$ cat config.mk
export PLATFORM = sky130hd
export DESIGN_NAME = shunt_balance_pwm_regulator_top
export DESIGN_NICKNAME = d
export VERILOG_FILES = /design/src/sbpr_pkg.sv /design/src/sbpr_div.sv /design/src/sbpr_dp.sv /design/src/sbpr_ctrl.sv /design/src/shunt_balance_pwm_regulator_top.sv
export SDC_FILE = /design/constraint.sdc
export NUM_CORES = 1
export LEC_CHECK = 0
export ABC_CLOCK_PERIOD_IN_PS = 6800
export BUFFER_PORTS_ARGS = -buffer_cell sky130_fd_sc_hd__buf_2
export CORE_ASPECT_RATIO = 0.8
export CORE_UTILIZATION = 45
export DETAILED_ROUTE_END_ITERATION = 16
export PLACE_DENSITY = 0.64
export SLEW_MARGIN = 20
export SYNTH_ARGS = -nofsm -noshare
export SYNTH_HDL_FRONTEND = slang
export SYNTH_SLANG_ARGS = --single-unit
$ cat constraint.sdc
create_clock -name i_clk -period 6.8 [get_ports i_clk]
set_input_delay 0 -clock i_clk [delete_from_list [all_inputs] [get_ports i_clk]]
set_output_delay 0 -clock i_clk [all_outputs]
set_load 0.1 [all_outputs]
$ cat src/sbpr_pkg.sv
// Shared types, codes and constants of the shunt balance PWM regulator.
package sbpr_pkg;

    // Field and register widths
    localparam int unsigned MV_W       = 16;
    localparam int unsigned TEMP_W     = 8;
    localparam int unsigned DUTY_W     = 8;
    localparam int unsigned CNT_W      = 16;
    localparam int unsigned CFG_IDX_W  = 3;
    localparam int unsigned CFG_DATA_W = 16;
    localparam int unsigned QUOT_W     = 8;
    localparam int unsigned DIV_CNT_W  = $clog2(QUOT_W);

    // Reset values of the configuration registers
    localparam logic [MV_W-1:0]   VOLT_MIN_RESET  = 16'd0;
    localparam logic [MV_W-1:0]   VOLT_MAX_RESET  = 16'd65535;
    localparam logic [TEMP_W-1:0] TEMP_LOW_RESET  = 8'd0;
    localparam logic [TEMP_W-1:0] TEMP_HIGH_RESET = 8'd255;
    localparam logic [CNT_W-1:0]  LOOP_RESET      = 16'd100;
    localparam logic [CNT_W-1:0]  IDLE_RESET      = 16'd30000;
    localparam logic [DUTY_W-1:0] DUTY_FULL       = 8'd255;

    // Command codes carried with each input word
    typedef enum logic [1:0] {
        FUNC_TICK   = 2'd0,
        FUNC_STATUS = 2'd1,
        FUNC_START  = 2'd2,
        FUNC_STOP   = 2'd3
    } t_func;

    // Run status codes
    typedef enum logic [1:0] {
        RUN_OFF   = 2'd0,
        RUN_IDLE  = 2'd1,
        RUN_ON    = 2'd2,
        RUN_LIMIT = 2'd3
    } t_run;

    // Configuration register indexes
    typedef enum logic [CFG_IDX_W-1:0] {
        CFG_VOLT_MIN   = 3'd0,
        CFG_VOLT_MAX   = 3'd1,
        CFG_TEMP_LOW   = 3'd2,
        CFG_TEMP_HIGH  = 3'd3,
        CFG_LOOP       = 3'd4,
        CFG_IDLE_LIMIT = 3'd5
    } t_cfg_idx;

    // Controller states
    typedef enum logic [2:0] {
        S_IDLE  = 3'd0,
        S_EXEC  = 3'd1,
        S_VOLT  = 3'd2,
        S_VDIV  = 3'd3,
        S_TEMP  = 3'd4,
        S_TDIV  = 3'd5,
        S_APPLY = 3'd6,
        S_OUT   = 3'd7
    } t_state;

    // Divider operand select
    typedef enum logic {
        DSEL_VOLT = 1'b0,
        DSEL_TEMP = 1'b1
    } t_dsel;

    // Controller to datapath commands
    typedef struct packed {
        logic  load_in;
        logic  exec;
        logic  volt;
        logic  take_v;
        logic  temp;
        logic  take_t;
        logic  apply;
        logic  out_load;
        logic  div_start;
        t_dsel dsel;
    } t_cmd;

    // Datapath to controller status
    typedef struct packed {
        logic pass;
        logic need_vdiv;
        logic need_tdiv;
    } t_stat;

    // Divider status
    typedef struct packed {
        logic busy;
        logic done;
    } t_div_stat;

endpackage

$ cat src/sbpr_div.sv
// Radix-2 restoring divider for (num * 256) / den with num below den.
module sbpr_div import sbpr_pkg::*; (
    input  logic              i_clk,
    input  logic              i_rst_n,
    input  logic              i_start,
    input  logic [MV_W-1:0]   i_num,
    input  logic [MV_W-1:0]   i_den,
    output logic [QUOT_W-1:0] o_quot,
    output t_div_stat         o_stat
);

    logic                 r_busy, n_busy;
    logic                 r_done, n_done;
    logic [DIV_CNT_W-1:0] r_cnt, n_cnt;
    logic [MV_W-1:0]      r_rem, n_rem;
    logic [MV_W-1:0]      r_den, n_den;
    logic [QUOT_W-1:0]    r_quot, n_quot;
    logic [MV_W:0]        rem2;
    logic [MV_W:0]        diff;
    logic                 ge;

    // One quotient bit per cycle
    always_comb begin
        rem2   = {r_rem, 1'b0};
        diff   = rem2 - {1'b0, r_den};
        ge     = rem2 >= {1'b0, r_den};
        n_busy = r_busy;
        n_done = 1'b0;
        n_cnt  = r_cnt;
        n_rem  = r_rem;
        n_den  = r_den;
        n_quot = r_quot;
        if (i_start) begin
            n_busy = 1'b1;
            n_cnt  = '0;
            n_rem  = i_num;
            n_den  = i_den;
            n_quot = '0;
        end else if (r_busy) begin
            // remainder stays below den, so it fits the narrow register
            n_rem  = ge ? diff[MV_W-1:0] : rem2[MV_W-1:0];
            n_quot = {r_quot[QUOT_W-2:0], ge};
            n_cnt  = r_cnt + 1'b1;
            if (r_cnt == DIV_CNT_W'(QUOT_W - 1)) begin
                n_busy = 1'b0;
                n_done = 1'b1;
            end
        end
    end

    always_ff @(posedge i_clk) begin
        if (!i_rst_n) begin
            r_busy <= 1'b0;
            r_done <= 1'b0;
            r_cnt  <= '0;
        end else begin
            r_busy <= n_busy;
            r_done <= n_done;
            r_cnt  <= n_cnt;
        end
    end

    always_ff @(posedge i_clk) begin
        r_rem  <= n_rem;
        r_den  <= n_den;
        r_quot <= n_quot;
    end

    assign o_quot      = r_quot;
    assign o_stat.busy = r_busy;
    assign o_stat.done = r_done;

endmodule

$ cat src/sbpr_dp.sv
// Datapath: configuration, countdowns, target and duty computation, result register.
module sbpr_dp import sbpr_pkg::*; (
    input  logic                  i_clk,
    input  logic                  i_rst_n,
    input  logic                  i_cfg_we,
    input  logic [CFG_IDX_W-1:0]  i_cfg_index,
    input  logic [CFG_DATA_W-1:0] i_cfg_data,
    input  logic [1:0]            i_func,
    input  logic [MV_W-1:0]       i_cell_mv,
    input  logic [TEMP_W-1:0]     i_temp_c,
    input  t_cmd                  i_cmd,
    input  logic [QUOT_W-1:0]     i_quot,
    output t_stat                 o_stat,
    output logic [MV_W-1:0]       o_div_num,
    output logic [MV_W-1:0]       o_div_den,
    output logic [DUTY_W-1:0]     o_duty,
    output logic [1:0]            o_status
);

    // Configuration registers
    logic [MV_W-1:0]   r_volt_min, r_volt_max;
    logic [TEMP_W-1:0] r_temp_low, r_temp_high;
    logic [CNT_W-1:0]  r_loop_period, r_idle_limit;

    // Held input word
    t_func             r_func;
    logic [MV_W-1:0]   r_v;
    logic [TEMP_W-1:0] r_t;

    // Regulator state
    logic [DUTY_W-1:0] r_duty, n_duty;
    t_run              r_run, n_run;
    logic [CNT_W-1:0]  r_loop_cd, n_loop_cd;
    logic [CNT_W-1:0]  r_idle_cd, n_idle_cd;
    logic [DUTY_W-1:0] r_target, n_target;
    t_run              r_st, n_st;
    logic [CNT_W-1:0]  loop_dec;

    // Result register
    logic [DUTY_W-1:0] r_out_duty;
    t_run              r_out_status;

    // Write configuration
    always_ff @(posedge i_clk) begin
        if (!i_rst_n) begin
            r_volt_min    <= VOLT_MIN_RESET;
            r_volt_max    <= VOLT_MAX_RESET;
            r_temp_low    <= TEMP_LOW_RESET;
            r_temp_high   <= TEMP_HIGH_RESET;
            r_loop_period <= LOOP_RESET;
            r_idle_limit  <= IDLE_RESET;
        end else if (i_cfg_we) begin
            case (t_cfg_idx'(i_cfg_index))
                CFG_VOLT_MIN:   r_volt_min    <= i_cfg_data[MV_W-1:0];
                CFG_VOLT_MAX:   r_volt_max    <= i_cfg_data[MV_W-1:0];
                CFG_TEMP_LOW:   r_temp_low    <= i_cfg_data[TEMP_W-1:0];
                CFG_TEMP_HIGH:  r_temp_high   <= i_cfg_data[TEMP_W-1:0];
                CFG_LOOP:       r_loop_period <= i_cfg_data[CNT_W-1:0];
                CFG_IDLE_LIMIT: r_idle_limit  <= i_cfg_data[CNT_W-1:0];
                default: ;
            endcase
        end
    end

    // Capture the input word
    always_ff @(posedge i_clk) begin
        if (i_cmd.load_in) begin
            r_func <= t_func'(i_func);
            r_v    <= i_cell_mv;
            r_t    <= i_temp_c;
        end
    end

    // Status toward the controller
    always_comb begin
        o_stat.pass      = (r_func == FUNC_TICK) && (r_run != RUN_OFF) &&
                           (r_loop_cd <= 16'd1);
        o_stat.need_vdiv = (r_v > r_volt_min) && (r_v < r_volt_max);
        o_stat.need_tdiv = (r_target != '0) && (r_t > r_temp_low) &&
                           (r_t < r_temp_high);
    end

    // Divider operands; both give a quotient below 256
    always_comb begin
        if (i_cmd.dsel == DSEL_TEMP) begin
            o_div_num = {{(MV_W-TEMP_W){1'b0}}, r_temp_high - r_t};
            o_div_den = {{(MV_W-TEMP_W){1'b0}}, r_temp_high - r_temp_low};
        end else begin
            o_div_num = r_v - r_volt_min;
            o_div_den = r_volt_max - r_volt_min;
        end
    end

    // Next state of the regulator
    always_comb begin
        n_duty    = r_duty;
        n_run     = r_run;
        n_loop_cd = r_loop_cd;
        n_idle_cd = r_idle_cd;
        n_target  = r_target;
        n_st      = r_st;
        loop_dec  = (r_loop_cd != '0) ? r_loop_cd - 1'b1 : '0;
        if (i_cmd.exec) begin
            unique case (r_func)
                FUNC_TICK: begin
                    if (r_run == RUN_OFF) begin
                        n_duty = '0;
                    end else begin
                        n_idle_cd = (r_idle_cd != '0) ? r_idle_cd - 1'b1 : '0;
                        if (loop_dec == '0) begin
                            n_loop_cd = (r_loop_period == '0) ? 16'd1 : r_loop_period;
                        end else begin
                            n_loop_cd = loop_dec;
                        end
                    end
                end
                FUNC_STATUS: begin
                    n_idle_cd = r_idle_limit;
                end
                FUNC_START: begin
                    n_duty    = '0;
                    n_idle_cd = r_idle_limit;
                    n_loop_cd = 16'd1;
                    n_run     = RUN_IDLE;
                end
                FUNC_STOP: begin
                    n_duty = '0;
                    n_run  = RUN_OFF;
                end
            endcase
        end else if (i_cmd.volt) begin
            // classify the voltage; the in-band target comes from the divider
            if (r_v <= r_volt_min) begin
                n_target = '0;
                n_st     = RUN_IDLE;
            end else if (r_v >= r_volt_max) begin
                n_target = DUTY_FULL;
                n_st     = RUN_ON;
            end else begin
                n_target = '0;
                n_st     = RUN_ON;
            end
        end else if (i_cmd.take_v) begin
            n_target = i_quot;
        end else if (i_cmd.temp) begin
            // hot board: force the target off
            if ((r_target != '0) && (r_t >= r_temp_high)) begin
                n_target = '0;
                n_st     = RUN_LIMIT;
            end
        end else if (i_cmd.take_t) begin
            // lower the target to the temperature cap
            if (r_target > i_quot) begin
                n_target = i_quot;
                n_st     = RUN_LIMIT;
            end
        end else if (i_cmd.apply) begin
            if (r_idle_cd == '0) begin
                n_duty = '0;
                n_run  = RUN_OFF;
            end else begin
                if (r_target > r_duty) begin
                    n_duty = r_duty + 1'b1;
                end else if (r_target < r_duty) begin
                    n_duty = r_duty - 1'b1;
                end
                n_run = r_st;
            end
        end
    end

    always_ff @(posedge i_clk) begin
        if (!i_rst_n) begin
            r_duty    <= '0;
            r_run     <= RUN_OFF;
            r_loop_cd <= '0;
            r_idle_cd <= '0;
        end else begin
            r_duty    <= n_duty;
            r_run     <= n_run;
            r_loop_cd <= n_loop_cd;
            r_idle_cd <= n_idle_cd;
        end
    end

    // Hold target, pass status and the result word
    always_ff @(posedge i_clk) begin
        r_target <= n_target;
        r_st     <= n_st;
        if (i_cmd.out_load) begin
            r_out_duty   <= r_duty;
            r_out_status <= r_run;
        end
    end

    assign o_duty   = r_out_duty;
    assign o_status = r_out_status;

`ifndef NO_ASSERTIONS
    // An expired idle countdown shuts the block down at a pass
    a_idle_stop: assert property (@(posedge i_clk) disable iff (!i_rst_n)
        (i_cmd.apply && (r_idle_cd == '0)) |=> ((r_run == RUN_OFF) && (r_duty == '0)))
        else $error("pass with expired idle countdown did not stop");

    // A pass moves the duty by at most one step
    a_duty_slew: assert property (@(posedge i_clk) disable iff (!i_rst_n)
        (i_cmd.apply && (r_idle_cd != '0)) |=>
        ((r_duty == $past(r_duty)) || (r_duty == $past(r_duty) + 8'd1) ||
         (r_duty == $past(r_duty) - 8'd1)))
        else $error("duty moved more than one step");

    // A tick while off keeps the duty at zero
    a_off_tick: assert property (@(posedge i_clk) disable iff (!i_rst_n)
        (i_cmd.exec && (r_func == FUNC_TICK) && (r_run == RUN_OFF)) |=>
        ((r_duty == '0) && (r_run == RUN_OFF)))
        else $error("tick while off changed the regulator");
`endif

endmodule

$ cat src/sbpr_ctrl.sv
// Controller: sequences one input word through command, pass and result steps.
module sbpr_ctrl import sbpr_pkg::*; (
    input  logic      i_clk,
    input  logic      i_rst_n,
    input  logic      i_in_valid,
    input  logic      i_out_ready,
    input  t_stat     i_stat,
    input  t_div_stat i_div,
    output logic      o_in_ready,
    output logic      o_out_valid,
    output t_cmd      o_cmd
);

    t_state r_state, n_state;
    logic   r_out_valid, n_out_valid;

    always_ff @(posedge i_clk) begin
        if (!i_rst_n) begin
            r_state     <= S_IDLE;
            r_out_valid <= 1'b0;
        end else begin
            r_state     <= n_state;
            r_out_valid <= n_out_valid;
        end
    end

    // Next state and commands
    always_comb begin
        n_state     = r_state;
        o_cmd       = '0;
        o_cmd.dsel  = DSEL_VOLT;
        o_in_ready  = 1'b0;
        n_out_valid = r_out_valid && !i_out_ready;
        unique case (r_state)
            S_IDLE: begin
                o_in_ready = 1'b1;
                if (i_in_valid) begin
                    o_cmd.load_in = 1'b1;
                    n_state       = S_EXEC;
                end
            end
            S_EXEC: begin
                o_cmd.exec = 1'b1;
                n_state    = i_stat.pass ? S_VOLT : S_OUT;
            end
            S_VOLT: begin
                o_cmd.volt = 1'b1;
                if (i_stat.need_vdiv) begin
                    o_cmd.div_start = 1'b1;
                    n_state         = S_VDIV;
                end else begin
                    n_state = S_TEMP;
                end
            end
            S_VDIV: begin
                if (i_div.done) begin
                    o_cmd.take_v = 1'b1;
                    n_state      = S_TEMP;
                end
            end
            S_TEMP: begin
                o_cmd.temp = 1'b1;
                if (i_stat.need_tdiv) begin
                    o_cmd.div_start = 1'b1;
                    o_cmd.dsel      = DSEL_TEMP;
                    n_state         = S_TDIV;
                end else begin
                    n_state = S_APPLY;
                end
            end
            S_TDIV: begin
                o_cmd.dsel = DSEL_TEMP;
                if (i_div.done) begin
                    o_cmd.take_t = 1'b1;
                    n_state      = S_APPLY;
                end
            end
            S_APPLY: begin
                o_cmd.apply = 1'b1;
                n_state     = S_OUT;
            end
            S_OUT: begin
                // wait for the result register to free up
                if (!r_out_valid || i_out_ready) begin
                    o_cmd.out_load = 1'b1;
                    n_out_valid    = 1'b1;
                    n_state        = S_IDLE;
                end
            end
            default: begin
                n_state = S_IDLE;
            end
        endcase
    end

    assign o_out_valid = r_out_valid;

`ifndef NO_ASSERTIONS
    // An accepted word always goes to command execution
    a_accept_exec: assert property (@(posedge i_clk) disable iff (!i_rst_n)
        (i_in_valid && o_in_ready) |=> (r_state == S_EXEC))
        else $error("accepted word not executed");

    // While waiting on a quotient the divider is running or finished
    a_div_wait: assert property (@(posedge i_clk) disable iff (!i_rst_n)
        ((r_state == S_VDIV) || (r_state == S_TDIV)) |-> (i_div.busy || i_div.done))
        else $error("waiting on an idle divider");

    // A new result only appears from the result step
    a_out_src: assert property (@(posedge i_clk) disable iff (!i_rst_n)
        $rose(r_out_valid) |-> ($past(r_state) == S_OUT))
        else $error("result valid raised outside result step");
`endif

endmodule

$ cat src/shunt_balance_pwm_regulator_top.sv
// Sequence: start, stop and status words and ticks without a pass go from accept through the command
// step to the result step. A tick with a regulation pass adds at most two divisions in the shared
// radix-2 divider plus the voltage, temperature and apply steps of the controller.
// A new word is taken only once the result of the last one is loaded into the result register.
// Reset (synchronous, active low): status off, duty 0, countdowns 0, registers
// to their defaults; no clearing pass.
module shunt_balance_pwm_regulator_top import sbpr_pkg::*; (
    input  logic                  i_clk,
    input  logic                  i_rst_n,
    input  logic                  s_axis_tvalid,
    output logic                  s_axis_tready,
    input  logic [23:0]           s_axis_tdata,  // cell_mv[15:0], temp_c[23:16]
    input  logic [1:0]            s_axis_tuser,  // func[1:0]
    output logic                  m_axis_tvalid,
    input  logic                  m_axis_tready,
    output logic [15:0]           m_axis_tdata,  // duty[7:0], status[9:8], zero fill
    input  logic                  i_cfg_valid,
    output logic                  o_cfg_ready,
    input  logic [CFG_IDX_W-1:0]  i_cfg_index,
    input  logic [CFG_DATA_W-1:0] i_cfg_data
);

    t_cmd              cmd;
    t_stat             stat;
    t_div_stat         div_stat;
    logic [MV_W-1:0]   div_num, div_den;
    logic [QUOT_W-1:0] quot;
    logic [DUTY_W-1:0] duty;
    logic [1:0]        status;

    assign o_cfg_ready = 1'b1;

    sbpr_ctrl u_ctrl (
        .i_clk       (i_clk),
        .i_rst_n     (i_rst_n),
        .i_in_valid  (s_axis_tvalid),
        .i_out_ready (m_axis_tready),
        .i_stat      (stat),
        .i_div       (div_stat),
        .o_in_ready  (s_axis_tready),
        .o_out_valid (m_axis_tvalid),
        .o_cmd       (cmd)
    );

    sbpr_dp u_dp (
        .i_clk       (i_clk),
        .i_rst_n     (i_rst_n),
        .i_cfg_we    (i_cfg_valid),
        .i_cfg_index (i_cfg_index),
        .i_cfg_data  (i_cfg_data),
        .i_func      (s_axis_tuser),
        .i_cell_mv   (s_axis_tdata[15:0]),
        .i_temp_c    (s_axis_tdata[23:16]),
        .i_cmd       (cmd),
        .i_quot      (quot),
        .o_stat      (stat),
        .o_div_num   (div_num),
        .o_div_den   (div_den),
        .o_duty      (duty),
        .o_status    (status)
    );

    sbpr_div u_div (
        .i_clk   (i_clk),
        .i_rst_n (i_rst_n),
        .i_start (cmd.div_start),
        .i_num   (div_num),
        .i_den   (div_den),
        .o_quot  (quot),
        .o_stat  (div_stat)
    );

    assign m_axis_tdata = {6'd0, status, duty};

endmodule
==> results of run 1 <==
## flip-flops by register name, summed over array words and instances (netlist names), 3 cells and up
register	flops
u_div.r_den	16
u_dp.r_idle_limit	16
u_dp.r_volt_max	16
u_dp.r_loop_cd	16
u_ctrl.r_state	3
u_dp.r_temp_low	8
u_div.o_quot	8
u_dp.r_loop_period	16
u_dp.r_temp_high	8
u_dp.r_idle_cd	16
u_div.r_cnt	3
u_dp.o_duty	8
u_dp.r_volt_min	16
u_dp.r_t	8
u_dp.r_target	8
u_dp.r_duty	8
u_dp.r_v	16
u_div.r_rem	16
## what timing repair did
item                                   4_1_cts  5_1_grt
hold buffers                                47        0
endpoints found under the hold margin      109        0
setup buffers                                0        0
## final cells by class
cell class | instances | area share (%)
multi-input cells | 1148 | 49.7
repair buffers | 111 | 5.27
inverters | 110 | 2.73
flip-flops and latches | 217 | 33.8
clock buffers | 28 | 4.27
clock inverters | 14 | 1.08
well taps | 377 | 3.11
## how the worst max path moves through the flow
stage                            from               to  slack (ns)  cells past startpoint
floorplan           u_ctrl.r_state[1]   u_dp.r_func[0]        2.87                      3
global placement          u_dp.r_v[0]  u_div.r_rem[10]        3.00                     11
detailed placement        u_dp.r_v[0]  u_div.r_rem[15]        2.88                     11
CTS                       u_dp.r_v[0]  u_div.r_rem[15]        2.84                     11
global route              u_dp.r_v[0]  u_div.r_rem[10]        2.46                     11
finish                    u_dp.r_v[0]  u_div.r_rem[15]        2.77                     11
## routing by layer
metal | wire (µm) | track usage (%) | vias to the layer above
li1 | - | - | 5614
met1 | 17600 | 34.5 | 5408
met2 | 15900 | 37.0 | 339
met3 | 2270 | 3.42 | 25
met4 | 410 | 4.54 | 0
met5 | 0 | 0 | -
## cell families (layout without fill, tap and decap cells)
group | count (synthesis) | in the layout | synth area share, %
other | 2 | 7 | 0.0562
AOI/OAI and AO/OA | 376 | 376 | 18.1
buffers and inverters | 181 | 263 | 5.54
adders and majority gates | 122 | 122 | 11.8
and+or+nand+nor | 544 | 544 | 19.3
xor gates and xnor gates | 63 | 63 | 4.13
muxes | 36 | 36 | 2.74
DFF | 217 | 217 | 38.3
## cells in the mapped netlist, drive strengths merged (4+ instances only)
| master | n |
|---|---|
| o211ai | 27 |
| or2 | 8 |
| nand3 | 49 |
| nor4 | 17 |
| mux2i | 31 |
| nand2b | 22 |
| edfxtp | 78 |
| a21oi | 127 |
| xor2 | 24 |
| inv | 109 |
| and3 | 7 |
| a2111oi | 5 |
| a21o | 32 |
| clkbuf | 48 |
| buf | 23 |
| dfxtp | 139 |
| a211oi | 8 |
| a21boi | 4 |
| a311oi | 7 |
| o41ai | 8 |
| xnor2 | 39 |
| o31ai | 13 |
| a22oi | 12 |
| nand2 | 216 |
| and2 | 9 |
| mux2 | 5 |
| nor3 | 32 |
| ha | 116 |
| or3 | 6 |
| o21a | 13 |
| o31a | 4 |
| o311ai | 4 |
| a221o | 4 |
| or4 | 6 |
| a31oi | 8 |
| and4 | 4 |
| o21ai | 70 |
| nor2b | 24 |
| fa | 6 |
| nand4 | 18 |
| nor2 | 117 |
## layout by cell type, fill, tap and decap left out, types with 8 or more instances in the layout
cell           instances
nand2_1              216
dfxtp_1              139
a21oi_1              127
ha_1                 116
nor2_1               115
inv_1                106
edfxtp_1              78
buf_2                 61
o21ai_0               53
nand3_1               49
dlygate4sd3_1         47
xnor2_1               39
a21o_1                32
nor3_1                31
mux2i_1               31
o211ai_1              27
clkbuf_16             25
nor2b_1               24
xor2_1                24
nand2b_1              21
nand4_1               18
o21ai_1               17
nor4_1                14
o31ai_1               13
o21a_1                13
a22oi_1               12
and2_1                 8
o41ai_1                8
## critical path, cell delays in order, from the launching register on
cell and delay [ns]:
edfxtp_1 0.32, inv_1 0.06, ha_1 0.23, fa_1 0.46
nand2b_1 0.19, a211oi_1 0.39, o31ai_1 0.13, a21oi_1 0.37
and3_1 0.35, o21ba_2 0.40, inv_2 0.55, o311ai_0 0.25
## power by group through the flow
stage	clock [W]	sequential [W]	combinational, W
after global placement	0	0.00173	0.00182
after global routing	0.00143	0.00173	0.00211
after CTS	0.00138	0.00171	0.00188
final	0.00136	0.00171	0.00191
after detailed placement	0	0.00173	0.00185
after floorplan	0	0.00167	0.00147
## per-stage QoR
stage | utilization (%) | area (µm²) | worst slack (ns) | power [W]
6_report | 51.7 | 15100 | 2.77 | 0.00498
3_3_place_gp | 47.3 | 13900 | 3.00 | 0.00355
4_1_cts | 51.7 | 15100 | 2.84 | 0.00497
3_5_place_dp | 47.3 | 13900 | 2.88 | 0.00358
5_1_grt | 51.7 | 15100 | 2.46 | 0.00528
2_1_floorplan | - | 13400 | 2.87 | 0.00314
==> results.yml, run 1 <==
die:
  std_cell_rows: 56
  start_util_pct: 45.6
  ioPinCount: 69
  core_um2: 29300
  die_x_um: 195
  dieArea_um2: 30400
  fp.dieH_um: 156
power:
  p_sw_share_pct: 37.9
  p_clk_share_pct: 27.3
  power-per-cell-area_nw_per_um2: 329
  power_frac_seq_pct: 34.4
  pwr-share-comb_pct: 38.3
  leakagePower_nw: 6.27
  peakVddDrop_mv: 0.202
  power.internal_w: 0.00309
  switching_power_w: 0.00189
logic_synthesis:
  synth_area_leader_cell: "dfxtp_1"
  synthFlopType: "dfxtp_1"
  ys_warn_count: 0
  seq_area_frac_synth_pct: 38.3
  synth-edff-count: 78
  syn_inst: 1541
  async_reset_ff_share_pct: 0
  synth.avg_cell_area_um2: 8.67
  ys_ff_latch: 217
  yosysTopAreaCellShare_pct: 20.8
  ys_types: 83
  syn_area_um2: 13400
  synth_area_leaders: "dfxtp_1 (21%), edfxtp_1 (18%), ha_1 (11%)"
global_routing:
  grt_pass1_vias: 10699
  grt_max_degree: 53
  grt_pass1_wl_um: 57000
  antenna_found_initial: 0
  overflow: 0
  grt_usage_pct: 23.6
layout:
  final-seq-area_um2: 5120
  nets: 1783
  syn_to_final_growth_pct: 13.3
  layoutNonFillerInstCount: 2005
  multi_input_area_um2: 7530
  nFillCells: 2805
  layout-drive-gt1-share_pct: 8.35
  antennaDiodeCount: 0
sta:
  drv_slew: 0
  hold_ws_ns: 0.0640
  skew_ns: 0.0244
  fmax_mhz: 248
  tightest_slew_ns: 1.14
  fin_crit_ns: 4.03
  finalSetupTns_ns: 0
  fin_crit_sh_pct: 59.3
  max-slew-margin-rel_pct: 24.1
  setup_viol: 0
  finalHoldViolCount: 0
  rsz0062_at_grt: "no"
worst_setup_path:
  endpoint_kind: "flop"
  worst_r2r_endpoint: "u_div.r_rem[15]"
  r2r_slack_ns: 2.77
  worstReg2RegStart: "u_dp.r_v[0]"
  reg2regPathDepth: 11
  crit_fanout: 32
  worstPathRequired_ns: 7.03
  setup.worst_path.class: "flop to flop"
  worstSetupStartpointType: "flop"
  cp.arrival_ns: 4.26
placement:
  port_buffers: 61
  dp_cells: 1916
  dpl.hpwl_um: 26600
  gp_congestion: 0.887
clocking:
  clockBufferDepth: 3
  cts_buffers: 23
  cts_sinks: 217
  cts_tree: "done"
  cts_root_buffer: "clkbuf_16"
  cts_max_level: 1
  cts_resized: 0
  clk_pin_slew_worst_paths_ns: 0.07
  clock_latency_ns: 0.54
routing:
  ant_nets: 0
  via_count: 11386
  drtIter0Drc: 843
  avgRoutedWirePerCell_um: 18.0
  wirelength_um: 36200
  via_per_inst: 5.68
  drc: 0
  dr.pass1.iters: 5
job:
  max-cap-violations: 0
hold_path:
  min_to: "u_dp.r_temp_low[4]"
  hold_path_depth: 6
  worstHoldStart: "i_cfg_index[2]"
  hp-class: "input pin to flop"
status:
  outcome: "finished clean"
(Power assumes the default switching activity.)
==> run 2: changes to the inputs <==
--- a/config.mk
+++ b/config.mk
@@ -5,7 +5,7 @@
 export SDC_FILE = /design/constraint.sdc
 export NUM_CORES = 1
 export LEC_CHECK = 0
-export ABC_CLOCK_PERIOD_IN_PS = 6800
+export ABC_CLOCK_PERIOD_IN_PS = 3900
 export BUFFER_PORTS_ARGS = -buffer_cell sky130_fd_sc_hd__buf_2
 export CORE_ASPECT_RATIO = 0.8
 export CORE_UTILIZATION = 45
==> constraint.sdc (replaced) <==
create_clock -name i_clk -period 3.9 [get_ports i_clk]
set_input_delay 0 -clock i_clk [delete_from_list [all_inputs] [get_ports i_clk]]
set_output_delay 0 -clock i_clk [all_outputs]
set_load 0.1 [all_outputs]
==> results.yml, run 2 (same netlist as run 1, synthesis figures left out) <==
status:
  outcome: "finished clean"
routing:
  via_per_inst: 5.64
  via_count: 11415
  ant_nets: 0
  dr.pass1.iters: 5
  route.met3.wl_um: 2120
  dr.max_layer_used: "met4"
  wl_met2_um: 15600
  wirelength_um: 36000
  wirelength_met1_um: 17600
  drc: 0
  avgRoutedWirePerCell_um: 17.8
  drtIter0Drc: 893
sta:
  fin_crit_sh_pct: 91.2
  skew_ns: 0.0113
  rsz0062_at_grt: "no"
  hold_ws_ns: 0.0727
  finalHoldViolCount: 0
  tightest_slew_ns: 1.08
  setup_viol: 0
  max-slew-margin-rel_pct: 28.3
  finalSetupTns_ns: 0
  fin_crit_ns: 3.56
  fmax_mhz: 281
  setup_slack_ns: 0.344
  drv_slew: 0
die:
  fp.dieH_um: 156
  std_cell_rows: 56
  die_x_um: 195
  ioPinCount: 69
  dieArea_um2: 30400
  core_um2: 29300
  start_util_pct: 45.6
layout:
  final_common_cell: "nand2_1"
  final_cell_mix: "nand2_1 (216), dfxtp_1 (139), a21oi_1 (126), ha_1 (116), nor2_1 (114)"
  final_util_pct: 52.0
  nets: 1802
  layout-drive-gt1-share_pct: 9.24
  syn_to_final_growth_pct: 14.0
power:
  leakagePower_nw: 6.35
  power-per-cell-area_nw_per_um2: 561
  peakVddDrop_mv: 0.355
placement:
  dpl.hpwl_um: 26900
  port_buffers: 61
  gp_congestion: 0.925
  place_ws_ns: 0.339
worst_setup_path:
  crit_buf_inv: 3
  endpoint_kind: "flop"
  crit_fanout: 16
  worstSetupStartpointType: "flop"
  cp.arrival_ns: 3.83
  path_cells: "inv_1, ha_1, fa_1, nand2b_1, a211oi_1, o31ai_1, a21oi_1, and3_1, o21ba_2, inv_2, buf_4, o2bb2ai_1"
  worstPathRequired_ns: 4.17
  cpLargestDelayFamily: "compound AO/OA/AOI/OAI gates"
  max_stage_delay_ns: 0.47
  setup.worst_path.class: "flop to flop"
  crit_slowest_cell: "fa_1"
clocking:
  clockBufferDepth: 3
  cts_tree: "done"
  cts_sinks: 217
  cts_max_level: 1
  clk_pin_slew_worst_paths_ns: 0.06
  clock_latency_ns: 0.53
  cts_root_buffer: "clkbuf_16"
  cts_buffers: 23
global_routing:
  overflow: 0
  grt_pass1_vias: 10691
  antenna_found_initial: 2
  grt_pass1_wl_um: 57400
  grt_usage_pct: 23.7
  grt_max_degree: 57
hold_path:
  hp-class: "input pin to flop"
job:
  max-cap-violations: 0
==> run 2: stage by stage <==
| stage | total power (W) | instance area [µm²] | std cells |
|---|---|---|---|
| after floorplan | 0.00548 | 13400 | 1546 |
| after global placement | 0.00625 | 14000 | 1933 |
| after detailed placement | 0.00632 | 14000 | 1933 |
| after CTS | 0.00856 | 15200 | 2022 |
| after global routing | 0.00908 | 15200 | 2024 |
| final | 0.00856 | 15200 | 2024 |
==> run 2: final timing paths <==
kind                          from                     to  slack [ns]  depth (start not counted)
max reg2reg            u_dp.r_v[0]        u_div.r_rem[13]        0.34                         12
min                 i_cfg_index[2]     u_dp.r_temp_low[7]        0.07                          6
max                    u_dp.r_v[0]        u_div.r_rem[13]        0.34                         12
min reg2reg  u_dp.r_idle_limit[15]  u_dp.r_idle_limit[15]        0.46                          2
==> run 2: power by group <==
group | leakage (nW) | internal [W] | switching, W
registers | 1.84 | 0.00272 | 0.000247
clock network | 0.376 | 0.00126 | 0.000920
logic | 4.13 | 0.00132 | 0.00209
total | 6.35 | 0.00530 | 0.00325
==> run 2: worst register-to-register path, delay by kind of cell (launching register included) <==
| family | cells | cell delay, ns |
|---|---|---|
| compound gates | 5 | 1.26 |
| fa+ha+maj | 2 | 0.70 |
| buf+inv | 3 | 0.60 |
| flops | 1 | 0.32 |
| simple gates | 2 | 0.44 |
==> run 2: metal layers <==
layer | GRT usage [%] | up-vias
li1 | - | 5646
met1 | 34.8 | 5440
met2 | 36.7 | 290
met3 | 3.29 | 39
met4 | 4.91 | 0
met5 | 0 | -
==> run 2: layout make-up <==
| class | count | area [µm²] |
|---|---|---|
| antenna | 2 | 5.00 |
| inverter | 110 | 413 |
| multi-input combinational | 1148 | 7540 |
| timing repair buffer | 130 | 946 |
| clock buffer | 34 | 711 |
| fill | 2758 | 14000 |
| tap | 377 | 472 |
| sequential | 217 | 5120 |
| clock inverter | 6 | 32.5 |
==> run 2: what timing repair did <==
action                     in CTS  in global routing
setup buffers                   0                  0
hold buffers                   49                  0
hold endpoints to repair      116                  0
gates resized for setup         0                  2
setup endpoints to repair       0                  1
==> run 3: changes to the inputs <==
--- a/config.mk
+++ b/config.mk
@@ -9,6 +9,7 @@
 export BUFFER_PORTS_ARGS = -buffer_cell sky130_fd_sc_hd__buf_2
 export CORE_ASPECT_RATIO = 0.8
 export CORE_UTILIZATION = 45
+export CTS_BUF_LIST = sky130_fd_sc_hd__clkbuf_4 sky130_fd_sc_hd__clkbuf_8 sky130_fd_sc_hd__clkbuf_16
 export DETAILED_ROUTE_END_ITERATION = 16
 export PLACE_DENSITY = 0.64
 export SLEW_MARGIN = 20
==> results.yml, run 3 (same netlist as run 1, synthesis figures left out) <==
global_routing:
  grt_usage_pct: 23.6
  overflow: 0
  grt_max_degree: 57
  antenna_found_initial: 2
  grt_pass1_wl_um: 57300
  grt_pass1_vias: 10700
placement:
  gp_congestion: 0.925
  port_buffers: 61
  dpl.hpwl_um: 26900
  place_ws_ns: 0.339
die:
  core_um2: 29300
  std_cell_rows: 56
  dieArea_um2: 30400
  ioPinCount: 69
  start_util_pct: 45.6
  die_x_um: 195
  fp.dieH_um: 156
sta:
  rsz0062_at_grt: "no"
  finalHoldViolCount: 0
  setup_viol: 0
  max-slew-margin-rel_pct: 27.6
  tightest_slew_ns: 1.09
  finalSetupTns_ns: 0
  setup_slack_ns: 0.347
  fin_crit_sh_pct: 91.1
  hold_ws_ns: 0.0754
  fmax_mhz: 281
  skew_ns: 0.0131
  fin_crit_ns: 3.55
  drv_slew: 0
worst_setup_path:
  worst_r2r_endpoint: "u_div.r_rem[13]"
  reg2regPathDepth: 12
  worstPathRequired_ns: 4.17
  crit_start: "u_dp.r_v[0]"
  r2r_slack_ns: 0.35
  worstReg2RegStart: "u_dp.r_v[0]"
  endpoint_kind: "flop"
  worstSetupStartpointType: "flop"
  cp.arrival_ns: 3.82
  cp-endpoint: "u_div.r_rem[13]"
  crit_fanout: 16
  setup.worst_path.class: "flop to flop"
clocking:
  cts_tree: "done"
  clock_latency_ns: 0.52
  clk_pin_slew_worst_paths_ns: 0.06
  clockBufferDepth: 3
  cts_setup_buffers: 0
  cts_max_level: 1
  cts_buffers: 23
  cts_root_buffer: "clkbuf_16"
  cts_sinks: 217
power:
  power-per-cell-area_nw_per_um2: 562
  leakagePower_nw: 6.36
  peakVddDrop_mv: 0.347
routing:
  wl_met2_um: 15600
  route.met3.wl_um: 2060
  dr.max_layer_used: "met4"
  drc: 0
  wirelength_met1_um: 17700
  ant_nets: 0
  via_count: 11455
  avgRoutedWirePerCell_um: 17.8
  dr.pass1.iters: 5
  drtIter0Drc: 933
  via_per_inst: 5.66
  wirelength_um: 36000
layout:
  nFillCells: 2756
  layout-drive-gt1-share_pct: 9.42
  multi_input_area_um2: 7540
  nets: 1802
  final_cell_mix: "nand2_1 (216), dfxtp_1 (139), a21oi_1 (126), ha_1 (116), nor2_1 (114)"
  final-seq-area_um2: 5120
  syn_to_final_growth_pct: 14.1
  final_common_cell: "nand2_1"
hold_path:
  worstHoldStart: "i_cfg_index[2]"
  hp-class: "input pin to flop"
status:
  outcome: "finished clean"
job:
  max-cap-violations: 0
==> run 3: changes by cell type in the layout (fill, tap and decap cells not counted) <==
cell / before / now
clkbuf_1: 3 / 0
clkbuf_2: 1 / 0
clkbuf_4: 0 / 4
==> run 3: layout make-up <==
| type | instances | share of cell area (%) |
|---|---|---|
| multi-input cells | 1148 | 49.4 |
| repair buffers | 130 | 6.20 |
| flip-flops and latches | 217 | 33.6 |
| clock inverters | 6 | 0.213 |
| well taps | 377 | 3.09 |
| inverters | 110 | 2.71 |
| clock buffers | 34 | 4.75 |
| diodes | 2 | 0.0328 |
==> run 3: timing repair <==
action                                  CTS  global route
hold buffers                             49             0
hold endpoints to repair                116             0
endpoints found under the setup margin    0             1
gates resized for setup                   0             2
==> run 3: metrics by stage <==
step	utilization [%]	instance area, µm²	total power, W	instances
3_5_place_dp	47.8	14000	0.00632	1933
4_1_cts	52.0	15200	0.00859	2022
2_1_floorplan	-	13400	0.00548	1546
5_1_grt	52.1	15300	0.00910	2024
3_3_place_gp	47.8	14000	0.00625	1933
6_report	52.1	15300	0.00857	2024
==> run 3: critical path, stage by stage, from the launching register on <==
cell       delay, ns
edfxtp_1        0.32
inv_1           0.06
ha_1            0.23
fa_1            0.47
nand2b_1        0.19
a211oi_1        0.38
o31ai_1         0.14
a21oi_1         0.43
and3_1          0.25
o21ba_2         0.24
inv_2           0.28
buf_4           0.24
o2bb2ai_1       0.07
==> run 3: how the worst min path moves through the flow <==
stage	depth (start not counted)	slack (ns)	endpoint
floorplan	0	0.1	u_dp.r_func[0]
global placement	1	0.18	u_dp.r_v[13]
detailed placement	1	0.18	u_dp.r_v[11]
CTS	6	0.04	u_dp.r_temp_low[7]
global route	6	0.12	u_dp.r_temp_low[7]
finish	6	0.08	u_dp.r_temp_low[7]
==> run 3: metal layers <==
metal | up-vias | track usage [%]
met5 | - | 0
met4 | 0 | 4.91
met3 | 37 | 3.29
met2 | 294 | 36.7
met1 | 5482 | 34.8
li1 | 5642 | -
==> run 3: power breakdown <==
group	leakage, nW	internal, W	total (W)	switching [W]
logic	4.13	0.00132	0.00340	0.00208
registers	1.84	0.00272	0.00297	0.000247
clock network	0.387	0.00129	0.00220	0.000918
total	6.36	0.00533	0.00857	0.00325
